--- src/hw/rtl/saw_pkg.sv ---
// Shared types, constants and configuration layout for the stop-and-wait sender.
package saw_pkg;

  // Default geometry of the packet ring
  localparam int unsigned QueueDepthDef  = 8;
  localparam int unsigned PacketBytesDef = 9;

  // Frame layout: three header bytes, then the packet
  localparam int unsigned HdrBytes = 3;

  // Frame command queue between classifier and emitter
  localparam int unsigned CmdqDepth = 2;

  // Configuration port
  localparam int unsigned CfgIdxW  = 3;
  localparam int unsigned CfgDataW = 16;

  // Input command codes
  typedef enum logic [1:0] {
    CMD_PKT_BYTE = 2'd0,
    CMD_RX_CODE  = 2'd1,
    CMD_TICK     = 2'd2
  } saw_cmd_e;

  // Configuration register indexes
  typedef enum logic [CfgIdxW-1:0] {
    CFG_DEST_ADDR_HIGH = 3'd0,
    CFG_DEST_ADDR_LOW  = 3'd1,
    CFG_DEST_CHANNEL   = 3'd2,
    CFG_ACK_CODE       = 3'd3,
    CFG_NACK_CODE      = 3'd4,
    CFG_TIMEOUT_TICKS  = 3'd5
  } saw_cfg_idx_e;

  // Configuration register file contents
  typedef struct packed {
    logic [7:0]  dest_addr_high;
    logic [7:0]  dest_addr_low;
    logic [7:0]  dest_channel;
    logic [7:0]  ack_code;
    logic [7:0]  nack_code;
    logic [15:0] timeout_ticks;
  } saw_cfg_t;

  // Reset values of the configuration registers
  localparam saw_cfg_t CfgReset = '{
    dest_addr_high: 8'h07,
    dest_addr_low:  8'h60,
    dest_channel:   8'h1F,
    ack_code:       8'h01,
    nack_code:      8'h02,
    timeout_ticks:  16'd600
  };

endpackage

--- src/hw/rtl/saw_fifo.sv ---
// Short frame command queue between the classifier and the frame emitter.
module saw_fifo import saw_pkg::*; #(
  parameter int unsigned Width = 8,
  parameter int unsigned Depth = CmdqDepth
) (
  input  logic             clk_i,
  input  logic             rst_ni,
  input  logic             push_i,
  input  logic [Width-1:0] push_data_i,
  output logic             full_o,
  output logic             pop_valid_o,
  input  logic             pop_i,
  output logic [Width-1:0] pop_data_o
);

  localparam int unsigned PtrW = (Depth > 1) ? $clog2(Depth) : 1;
  localparam int unsigned CntW = $clog2(Depth + 1);

  logic [Width-1:0] entry_q [Depth];
  logic [PtrW-1:0]  wr_ptr_q, rd_ptr_q;
  logic [CntW-1:0]  count_q;
  logic             do_push, do_pop;

  assign full_o      = (count_q == CntW'(Depth));
  assign pop_valid_o = (count_q != '0);
  assign pop_data_o  = entry_q[rd_ptr_q];
  assign do_push     = push_i && !full_o;
  assign do_pop      = pop_i && pop_valid_o;

  // Pointers and fill count
  always_ff @(posedge clk_i or negedge rst_ni) begin
    if (!rst_ni) begin
      wr_ptr_q <= '0;
      rd_ptr_q <= '0;
      count_q  <= '0;
    end else begin
      if (do_push) begin
        wr_ptr_q <= (wr_ptr_q == PtrW'(Depth - 1)) ? '0 : wr_ptr_q + 1'b1;
      end
      if (do_pop) begin
        rd_ptr_q <= (rd_ptr_q == PtrW'(Depth - 1)) ? '0 : rd_ptr_q + 1'b1;
      end
      if (do_push && !do_pop) begin
        count_q <= count_q + 1'b1;
      end else if (do_pop && !do_push) begin
        count_q <= count_q - 1'b1;
      end
    end
  end

  // Entry storage
  always_ff @(posedge clk_i) begin
    if (do_push) begin
      entry_q[wr_ptr_q] <= push_data_i;
    end
  end

endmodule

--- src/hw/rtl/saw_front.sv ---
// Classifier: takes input transactions, keeps the ring and ARQ state, queues frames.
module saw_front import saw_pkg::*; #(
  parameter int unsigned QUEUE_DEPTH  = QueueDepthDef,
  parameter int unsigned PACKET_BYTES = PacketBytesDef,
  parameter int unsigned AddrW        = $clog2(QUEUE_DEPTH * PACKET_BYTES)
) (
  input  logic             clk_i,
  input  logic             rst_ni,
  input  saw_cfg_t         cfg_i,
  // Input channel
  input  logic             in_valid_i,
  output logic             in_ready_o,
  input  logic [1:0]       cmd_i,
  input  logic [7:0]       data_byte_i,
  // Store write port
  output logic             mem_we_o,
  output logic [AddrW-1:0] mem_waddr_o,
  output logic [7:0]       mem_wdata_o,
  // Frame command queue
  output logic             fq_push_o,
  output logic [AddrW:0]   fq_data_o,
  input  logic             fq_full_i,
  input  logic             back_busy_i
);

  localparam int unsigned StoreBytes = QUEUE_DEPTH * PACKET_BYTES;
  localparam int unsigned FillW      = (PACKET_BYTES > 1) ? $clog2(PACKET_BYTES) : 1;
  localparam int unsigned HeldW      = $clog2(QUEUE_DEPTH + 1);

  logic [AddrW-1:0] rd_base_q, rd_base_d, wr_base_q, wr_base_d;
  logic [HeldW-1:0] held_q, held_d;
  logic [FillW-1:0] fill_q, fill_d;
  logic             dropping_q, dropping_d;
  logic             await_q, await_d;
  logic [15:0]      elapsed_q, elapsed_d;

  logic             accept;
  logic             drop_now;
  logic             fq_resend;
  logic [15:0]      elapsed_inc;
  logic [AddrW-1:0] rd_base_next, wr_base_next;

  // Packet bytes wait while a frame may still read the store
  assign in_ready_o = !fq_full_i && ((cmd_i != CMD_PKT_BYTE) || !back_busy_i);
  assign accept     = in_valid_i && in_ready_o;

  assign elapsed_inc = (elapsed_q == 16'hFFFF) ? elapsed_q : elapsed_q + 16'd1;

  // Ring base addresses advance one packet, wrapping at the end of the store
  assign rd_base_next = (rd_base_q == AddrW'(StoreBytes - PACKET_BYTES)) ? '0
                      : rd_base_q + AddrW'(PACKET_BYTES);
  assign wr_base_next = (wr_base_q == AddrW'(StoreBytes - PACKET_BYTES)) ? '0
                      : wr_base_q + AddrW'(PACKET_BYTES);

  // Drop decision is taken at a packet's first byte
  assign drop_now = (fill_q == '0) ? (held_q == HeldW'(QUEUE_DEPTH)) : dropping_q;

  assign mem_waddr_o = wr_base_q + AddrW'(fill_q);
  assign mem_wdata_o = data_byte_i;
  assign fq_data_o   = {fq_resend, rd_base_q};

  // Transaction decode
  always_comb begin
    rd_base_d  = rd_base_q;
    wr_base_d  = wr_base_q;
    held_d     = held_q;
    fill_d     = fill_q;
    dropping_d = dropping_q;
    await_d    = await_q;
    elapsed_d  = elapsed_q;
    mem_we_o   = 1'b0;
    fq_push_o  = 1'b0;
    fq_resend  = 1'b0;
    if (accept) begin
      case (cmd_i)
        CMD_PKT_BYTE: begin
          mem_we_o = !drop_now;
          if (fill_q == FillW'(PACKET_BYTES - 1)) begin
            fill_d     = '0;
            dropping_d = 1'b0;
            if (!drop_now) begin
              wr_base_d = wr_base_next;
              held_d    = held_q + 1'b1;
            end
          end else begin
            fill_d     = fill_q + 1'b1;
            dropping_d = drop_now;
          end
        end
        CMD_RX_CODE: begin
          if (data_byte_i == cfg_i.ack_code) begin
            if (held_q != '0) begin
              rd_base_d = rd_base_next;
              held_d    = held_q - 1'b1;
            end
            await_d = 1'b0;
          end else if (data_byte_i == cfg_i.nack_code) begin
            if (held_q == '0) begin
              await_d = 1'b0;
            end else begin
              fq_push_o = 1'b1;
              fq_resend = 1'b1;
              await_d   = 1'b1;
              elapsed_d = '0;
            end
          end
        end
        CMD_TICK: begin
          elapsed_d = elapsed_inc;
          if (!await_q && held_q != '0) begin
            fq_push_o = 1'b1;
            await_d   = 1'b1;
            elapsed_d = '0;
          end else if (await_q) begin
            if (held_q == '0) begin
              await_d = 1'b0;
            end else if (elapsed_inc > cfg_i.timeout_ticks) begin
              fq_push_o = 1'b1;
              fq_resend = 1'b1;
              elapsed_d = '0;
            end
          end
        end
        default: ;
      endcase
    end
  end

  // State registers
  always_ff @(posedge clk_i or negedge rst_ni) begin
    if (!rst_ni) begin
      rd_base_q  <= '0;
      wr_base_q  <= '0;
      held_q     <= '0;
      fill_q     <= '0;
      dropping_q <= 1'b0;
      await_q    <= 1'b0;
      elapsed_q  <= '0;
    end else begin
      rd_base_q  <= rd_base_d;
      wr_base_q  <= wr_base_d;
      held_q     <= held_d;
      fill_q     <= fill_d;
      dropping_q <= dropping_d;
      await_q    <= await_d;
      elapsed_q  <= elapsed_d;
    end
  end

  // Ring never holds more packets than slots
  assert property (@(posedge clk_i) disable iff (!rst_ni)
    held_q <= HeldW'(QUEUE_DEPTH))
    else $error("ring occupancy above depth");

  // A frame is only queued for a non-empty ring, and the wait is armed afterwards
  assert property (@(posedge clk_i) disable iff (!rst_ni)
    fq_push_o |-> (held_q != '0) ##1 await_q)
    else $error("frame queued without packet or wait not armed");

  // No store write while the emitter may still read it
  assert property (@(posedge clk_i) disable iff (!rst_ni)
    mem_we_o |-> !back_busy_i)
    else $error("store written during frame emission");

endmodule

--- src/hw/rtl/saw_back.sv ---
// Frame emitter: packet store, byte sequencer, read stage and output register.
module saw_back import saw_pkg::*; #(
  parameter int unsigned QUEUE_DEPTH  = QueueDepthDef,
  parameter int unsigned PACKET_BYTES = PacketBytesDef,
  parameter int unsigned AddrW        = $clog2(QUEUE_DEPTH * PACKET_BYTES)
) (
  input  logic             clk_i,
  input  logic             rst_ni,
  input  saw_cfg_t         cfg_i,
  // Store write port
  input  logic             mem_we_i,
  input  logic [AddrW-1:0] mem_waddr_i,
  input  logic [7:0]       mem_wdata_i,
  // Frame command queue
  input  logic             fq_valid_i,
  input  logic [AddrW:0]   fq_data_i,
  output logic             fq_pop_o,
  output logic             busy_o,
  // Output channel
  output logic             out_valid_o,
  input  logic             out_ready_i,
  output logic [7:0]       frame_byte_o,
  output logic             frame_last_o,
  output logic             is_resend_o
);

  localparam int unsigned StoreBytes = QUEUE_DEPTH * PACKET_BYTES;
  localparam int unsigned FrameBytes = HdrBytes + PACKET_BYTES;
  localparam int unsigned IdxW       = $clog2(FrameBytes);

  logic [7:0]       mem_q [StoreBytes];

  // Sequencer
  logic             busy_q;
  logic [IdxW-1:0]  idx_q;
  logic [AddrW-1:0] ptr_q;
  logic             resend_q;

  // Read stage
  logic             a_valid_q, a_pkt_q, a_last_q, a_resend_q;
  logic [7:0]       a_hdr_q, rd_data_q;

  logic             a_adv, b_adv, issue, rd_en, is_pkt;
  logic [7:0]       hdr_byte;

  assign b_adv    = !out_valid_o || out_ready_i;
  assign a_adv    = !a_valid_q || b_adv;
  assign issue    = busy_q && a_adv;
  assign is_pkt   = (idx_q >= IdxW'(HdrBytes));
  assign rd_en    = issue && is_pkt;
  assign fq_pop_o = !busy_q && fq_valid_i;
  assign busy_o   = busy_q || fq_valid_i;

  // Header byte select
  always_comb begin
    case (idx_q)
      IdxW'(0): hdr_byte = cfg_i.dest_addr_high;
      IdxW'(1): hdr_byte = cfg_i.dest_addr_low;
      default:  hdr_byte = cfg_i.dest_channel;
    endcase
  end

  // Byte sequencer
  always_ff @(posedge clk_i or negedge rst_ni) begin
    if (!rst_ni) begin
      busy_q   <= 1'b0;
      idx_q    <= '0;
      ptr_q    <= '0;
      resend_q <= 1'b0;
    end else if (fq_pop_o) begin
      busy_q   <= 1'b1;
      idx_q    <= '0;
      ptr_q    <= fq_data_i[AddrW-1:0];
      resend_q <= fq_data_i[AddrW];
    end else if (issue) begin
      if (idx_q == IdxW'(FrameBytes - 1)) begin
        busy_q <= 1'b0;
      end
      idx_q <= idx_q + 1'b1;
      if (is_pkt) begin
        ptr_q <= ptr_q + 1'b1;
      end
    end
  end

  // Packet store: one write port, one registered read port
  always_ff @(posedge clk_i) begin
    if (mem_we_i) begin
      mem_q[mem_waddr_i] <= mem_wdata_i;
    end
    if (rd_en) begin
      rd_data_q <= mem_q[ptr_q];
    end
  end

  // Read stage control
  always_ff @(posedge clk_i or negedge rst_ni) begin
    if (!rst_ni) begin
      a_valid_q <= 1'b0;
    end else if (a_adv) begin
      a_valid_q <= busy_q;
    end
  end

  // Read stage payload
  always_ff @(posedge clk_i) begin
    if (issue) begin
      a_pkt_q    <= is_pkt;
      a_hdr_q    <= hdr_byte;
      a_last_q   <= (idx_q == IdxW'(FrameBytes - 1));
      a_resend_q <= resend_q;
    end
  end

  // Output register
  always_ff @(posedge clk_i or negedge rst_ni) begin
    if (!rst_ni) begin
      out_valid_o <= 1'b0;
    end else if (b_adv) begin
      out_valid_o <= a_valid_q;
    end
  end

  always_ff @(posedge clk_i) begin
    if (b_adv && a_valid_q) begin
      frame_byte_o <= a_pkt_q ? rd_data_q : a_hdr_q;
      frame_last_o <= a_last_q;
      is_resend_o  <= a_resend_q;
    end
  end

  // Store reads stay inside the packet bytes of a frame
  assert property (@(posedge clk_i) disable iff (!rst_ni)
    rd_en |-> busy_q && (idx_q >= IdxW'(HdrBytes)))
    else $error("store read outside packet bytes");

  // A held read stage keeps its store data
  assert property (@(posedge clk_i) disable iff (!rst_ni)
    (a_valid_q && !a_adv) |=> $stable(rd_data_q))
    else $error("read data lost under stall");

  // Sequencer goes idle only after issuing the last byte
  assert property (@(posedge clk_i) disable iff (!rst_ni)
    $fell(busy_q) |-> $past(idx_q == IdxW'(FrameBytes - 1)))
    else $error("frame ended early");

endmodule

--- src/hw/rtl/stop_and_wait_packet_sender.sv ---
// Top level: configuration registers, classifier, frame queue and emitter.
// Non-frame transactions (packet bytes, ignored codes) are taken one per cycle while
// in_ready_o is high. A frame of 3 + PACKET_BYTES bytes goes from the sending
// transaction through the frame queue, sequencer, read stage and output register,
// and leaves one byte per cycle while out_ready_i is high.
// Packet bytes stall while a frame is queued or being read from the store.
// Reset (async, active low) empties ring and queues and reloads configuration.
module stop_and_wait_packet_sender import saw_pkg::*; #(
  parameter int unsigned QUEUE_DEPTH  = QueueDepthDef,
  parameter int unsigned PACKET_BYTES = PacketBytesDef
) (
  input  logic                clk_i,
  input  logic                rst_ni,
  // Configuration write port
  input  logic                cfg_we_i,
  input  logic [CfgIdxW-1:0]  cfg_idx_i,
  input  logic [CfgDataW-1:0] cfg_data_i,
  // Input channel
  input  logic                in_valid_i,
  output logic                in_ready_o,
  input  logic [1:0]          cmd_i,
  input  logic [7:0]          data_byte_i,
  // Output channel
  output logic                out_valid_o,
  input  logic                out_ready_i,
  output logic [7:0]          frame_byte_o,
  output logic                frame_last_o,
  output logic                is_resend_o
);

  localparam int unsigned AddrW = $clog2(QUEUE_DEPTH * PACKET_BYTES);

  saw_cfg_t         cfg_q;
  logic             mem_we;
  logic [AddrW-1:0] mem_waddr;
  logic [7:0]       mem_wdata;
  logic             fq_push, fq_full, fq_valid, fq_pop, back_busy;
  logic [AddrW:0]   fq_push_data, fq_pop_data;

  // Configuration registers
  always_ff @(posedge clk_i or negedge rst_ni) begin
    if (!rst_ni) begin
      cfg_q <= CfgReset;
    end else if (cfg_we_i) begin
      unique case (cfg_idx_i)
        CFG_DEST_ADDR_HIGH: cfg_q.dest_addr_high <= cfg_data_i[7:0];
        CFG_DEST_ADDR_LOW:  cfg_q.dest_addr_low  <= cfg_data_i[7:0];
        CFG_DEST_CHANNEL:   cfg_q.dest_channel   <= cfg_data_i[7:0];
        CFG_ACK_CODE:       cfg_q.ack_code       <= cfg_data_i[7:0];
        CFG_NACK_CODE:      cfg_q.nack_code      <= cfg_data_i[7:0];
        CFG_TIMEOUT_TICKS:  cfg_q.timeout_ticks  <= cfg_data_i[15:0];
        default: ;
      endcase
    end
  end

  saw_front #(
    .QUEUE_DEPTH (QUEUE_DEPTH),
    .PACKET_BYTES(PACKET_BYTES),
    .AddrW       (AddrW)
  ) u_front (
    .clk_i      (clk_i),
    .rst_ni     (rst_ni),
    .cfg_i      (cfg_q),
    .in_valid_i (in_valid_i),
    .in_ready_o (in_ready_o),
    .cmd_i      (cmd_i),
    .data_byte_i(data_byte_i),
    .mem_we_o   (mem_we),
    .mem_waddr_o(mem_waddr),
    .mem_wdata_o(mem_wdata),
    .fq_push_o  (fq_push),
    .fq_data_o  (fq_push_data),
    .fq_full_i  (fq_full),
    .back_busy_i(back_busy)
  );

  saw_fifo #(
    .Width(AddrW + 1),
    .Depth(CmdqDepth)
  ) u_fifo (
    .clk_i      (clk_i),
    .rst_ni     (rst_ni),
    .push_i     (fq_push),
    .push_data_i(fq_push_data),
    .full_o     (fq_full),
    .pop_valid_o(fq_valid),
    .pop_i      (fq_pop),
    .pop_data_o (fq_pop_data)
  );

  saw_back #(
    .QUEUE_DEPTH (QUEUE_DEPTH),
    .PACKET_BYTES(PACKET_BYTES),
    .AddrW       (AddrW)
  ) u_back (
    .clk_i       (clk_i),
    .rst_ni      (rst_ni),
    .cfg_i       (cfg_q),
    .mem_we_i    (mem_we),
    .mem_waddr_i (mem_waddr),
    .mem_wdata_i (mem_wdata),
    .fq_valid_i  (fq_valid),
    .fq_data_i   (fq_pop_data),
    .fq_pop_o    (fq_pop),
    .busy_o      (back_busy),
    .out_valid_o (out_valid_o),
    .out_ready_i (out_ready_i),
    .frame_byte_o(frame_byte_o),
    .frame_last_o(frame_last_o),
    .is_resend_o (is_resend_o)
  );

endmodule
--- config.mk ---
export PLATFORM = sky130hd
export DESIGN_NAME = stop_and_wait_packet_sender
export DESIGN_NICKNAME = d
export VERILOG_FILES = /design/src/hw/rtl/saw_pkg.sv /design/src/hw/rtl/saw_fifo.sv /design/src/hw/rtl/saw_front.sv /design/src/hw/rtl/saw_back.sv /design/src/hw/rtl/stop_and_wait_packet_sender.sv
export SDC_FILE = /design/constraint.sdc
export NUM_CORES = 1
export LEC_CHECK = 0
export BUFFER_PORTS_ARGS = -buffer_cell sky130_fd_sc_hd__buf_4
export CAP_MARGIN = 20
export CELL_PAD_IN_SITES_DETAIL_PLACEMENT = 0
export CELL_PAD_IN_SITES_GLOBAL_PLACEMENT = 2
export CORE_MARGIN = 2
export CORE_UTILIZATION = 46
export DETAILED_ROUTE_END_ITERATION = 7
export GPL_TIMING_DRIVEN = 0
export MAX_ROUTING_LAYER = met4
export PLACE_DENSITY_LB_ADDON = 0.1
export SLEW_MARGIN = 20
export SYNTH_ARGS = -nofsm -noshare
export SYNTH_HDL_FRONTEND = slang
export SYNTH_SLANG_ARGS = --single-unit
--- constraint.sdc ---
create_clock -name clk_i -period 4.45 [get_ports clk_i]
set_input_delay 0.89 -clock clk_i [delete_from_list [all_inputs] [get_ports clk_i]]
set_output_delay 0.89 -clock clk_i [all_outputs]
set_load 0.02 [all_outputs]
==> run metrics <==
status finished clean; maximum clock path buffer count 3; Yosys top cell area share 60.2%; worst-skew pair later-pin latency 0.62 ns; Worst Setup Start Kind flop; Post-Synth Adder-Cell Area 1.54%; sequential share of the synthesized area 69.6%; CTS tree built; HPWL after detailed placement 51,900 microns; Crit. End Element flop; TritonCTS Sinks 736; Syn-to-layout area delta 14.4%; antenna viol nets, final 0; 1st-iter DRT viols 1,734; asr flop ratio synth 15.6%; CTS buffer count 79; final net count 2,011; critical path peak fanout 9; xor and xnor area share after synthesis 1.52%; Initial Util 46.3%; Leak 12.1 nW; post-DR vias/cell 5.85; Slew @ Worst Pin 1.23 ns; Critical Path Max Stage Delay 1.05 ns; endpoints failing setup 0; # diodes 0; flip-flop and latch count after synthesis 736; final worst-path cycle share 99.6%; combinational family with the most area after synthesis multiplexers; max-cap viol count 0; post-synthesis cell type count 78; router iterations before antenna repair 7; Top cell by count, worst path nand3_1; chip height 263 microns; Post-synth EDFFs 621; IO buf count 43; cts hold-fix bufs 0; largest net degree at the start of global routing 75; Syn Inst Count 1,792; Placed Cells incl. Taps 2,726; WP data arrival 4.67 ns; post-synthesis mux area share 14.6%; core footprint 0.0669 sq mm; Avg Cell Area, Syn 17.3 sq um; top_reg_cell synth edfxtp_1; vias in the first global route 17,000; Die ar. 0.0694 sq mm; Final Hold Vio Count 0; simple-gate area share of the yosys netlist 6.18%; Final Power 20.4 mW; GRT Resource Usage Total 23.8%; fillers 5,433; DRT Wirelength 78,900 microns; Slowest-stage cell, CP nor3_2; fmax 226 MHz; Yosys top cell by area edfxtp_1; power per cell area 576 mW/mm^2; Max rail drop VDD 270 uV; Period minus WS final 4.43 ns; gpl congestion 0.807; final instance count without filler cells 2,875; CP required 4.69 ns; Cell Rows 95; syn nets 1,863; Post-Syn Area 0.0310 sq mm; Slew Limit Fails 0; Rel. slew slack 17.9%; CP Class flop to flop; ratio of cells with drive above 1 in the final layout 26.7%; Ys Warns 0; clk_skew 0.0222 ns; synth top area cells edfxtp_1 60%, dfrtp_1 8.0%, mux4_2 8.0%; Ports 46; initial antenna violation count 0; Compound-Gate Fraction of Synth Area 4.30%; Root Driver clkbuf_16; number of remaining DRC errors 0; Hold WC Path Type input port to asynchronous set/reset pin; Die X 263 microns; Congestion Overflow GR 0; WL per Instance 27.5 microns; Vias 16,800; clock edge transition at the registers on the reported setup and hold paths 0.06 ns; first-pass GRT wire length 115,000 microns; CP Cell Sequence nor3_1 -> and3_1 -> clkbuf_1 -> nand3_1 -> inv_1 -> nand3_1 -> nor3_2; RSZ-0062 raised after global routing yes; CTS H-Tree Depth 3
## metrics by stage
| stage | TNS [ns] | cell area (sq um) | hold WS [ns] | util [%] | worst slack, ns |
|---|---|---|---|---|---|
| after floorplan | 0 | 31000 | 0.400 | - | 0.688 |
| after global placement | -46.57 | 32400 | 0.406 | 48.4 | -0.395 |
| after detailed placement | -3.54 | 32800 | 0.417 | 49.0 | -0.339 |
| after CTS | 0 | 35300 | 0.256 | 52.8 | 0.0118 |
| after global routing | -6.98 | 35400 | 0.280 | 52.9 | -0.119 |
| final | 0 | 35400 | 0.246 | 52.9 | 0.0157 |
## cell usage in the layout (no fill, tap or decap), drive strengths merged, types with 12 or more instances in the layout
cell type	n
o21ai	41
nand4	18
o22ai	15
inv	40
mux2i	56
a31oi	12
nand3	37
clkbuf	118
nor3	70
ha	35
and2	12
xor2	25
nor2	56
a211oi	12
xnor2	28
dfstp	16
a22oi	18
a21oi	40
nand2	110
nor2b	18
mux2	84
clkinv	34
buf	126
dfrtp	99
mux4	130
edfxtp	621
## sequential cells by signal, indices dropped and copies added (netlist names), 2 cells and up
signal and flops:
u_back.mem_q 576, u_back.ptr_q 7, u_fifo.entry_q 16, u_front.held_q 4, cfg_q 56, u_back.rd_data_q 8, u_back.frame_byte_o 8, u_front.elapsed_q 16
u_front.fill_q 4, u_front.wr_base_q 7, u_back.idx_q 4, u_back.a_hdr_q 8, u_front.rd_base_q 7, u_fifo.count_q 2
## cell usage after synthesis, types with 20 or more instances
| library cell | n |
|---|---|
| mux4_2 | 110 |
| nor2_1 | 56 |
| mux2i_1 | 56 |
| mux4_1 | 20 |
| xnor2_1 | 27 |
| dfrtp_1 | 99 |
| a21oi_1 | 39 |
| clkbuf_1 | 22 |
| ha_1 | 35 |
| nand3_1 | 35 |
| xor2_1 | 25 |
| nor3_1 | 59 |
| nand2_1 | 110 |
| buf_2 | 24 |
| edfxtp_1 | 621 |
| mux2_2 | 84 |
| o21ai_0 | 33 |
| inv_1 | 37 |
## worst max-delay path, delay by kind of cell, from the launching register on
family,cells,cell delay [ns]
AND/OR/NAND/NOR,5,3.15
buffers and inverters,2,0.39
flip-flops,1,0.50
## what timing repair did
action	in CTS	in global routing
pin swaps	1	5
setup endpoints to repair	17	142
gates resized for setup	4	9
setup buffers	0	7
## final timing paths
path,startpoint,end,slack (ns),cells after the start
max in group asynchronous,rst_ni,cfg_q[9],3.41,2
worst min register to register,u_back.a_last_q,u_back.frame_last_o,0.43,0
worst max-delay path,u_back.busy_q,u_back.mem_q[23][4],0.02,7
worst max register to register,u_back.busy_q,u_back.mem_q[23][4],0.02,7
min in group clk_i,u_back.a_last_q,u_back.frame_last_o,0.43,0
worst min-delay path,rst_ni,u_back.idx_q[0],0.25,1
## final cells by class
type / count / area (sq um) / area share, %
Timing Repair Buffer: 68 / 534 / 1.51
Inverter: 39 / 146 / 0.413
Clock buffer: 96 / 2070 / 5.85
Clock inverter: 47 / 467 / 1.32
Tap cell: 873 / 1090 / 3.08
Buffer: 80 / 568 / 1.60
Multi-Input combinational cell: 936 / 9000 / 25.4
Sequential cell: 736 / 21500 / 60.8
## cell families (layout without fill, tap and decap cells)
| kind of cell | Yosys count | in the layout |
|---|---|---|
| buf+inv | 120 | 330 |
| xor+xnor | 53 | 53 |
| simple gates | 377 | 377 |
| flops | 736 | 736 |
| mux | 270 | 270 |
| fa+ha+maj | 37 | 37 |
| compound gates | 199 | 199 |
## power breakdown
group / switching (mW) / internal, mW
clock network: 2.72 / 3.79
registers: 0.258 / 7.91
logic: 3.34 / 2.37
## per-layer routing
metal	vias to the layer above	global-route usage (%)	share of wire (%)
met5	-	-	0
met4	0	7.52	2.7
met3	122	4.12	5.9
met2	456	35.3	46
met1	8821	33.6	45
li1	7407	-	-
Note: power is estimated with default switching activity, not from simulation.
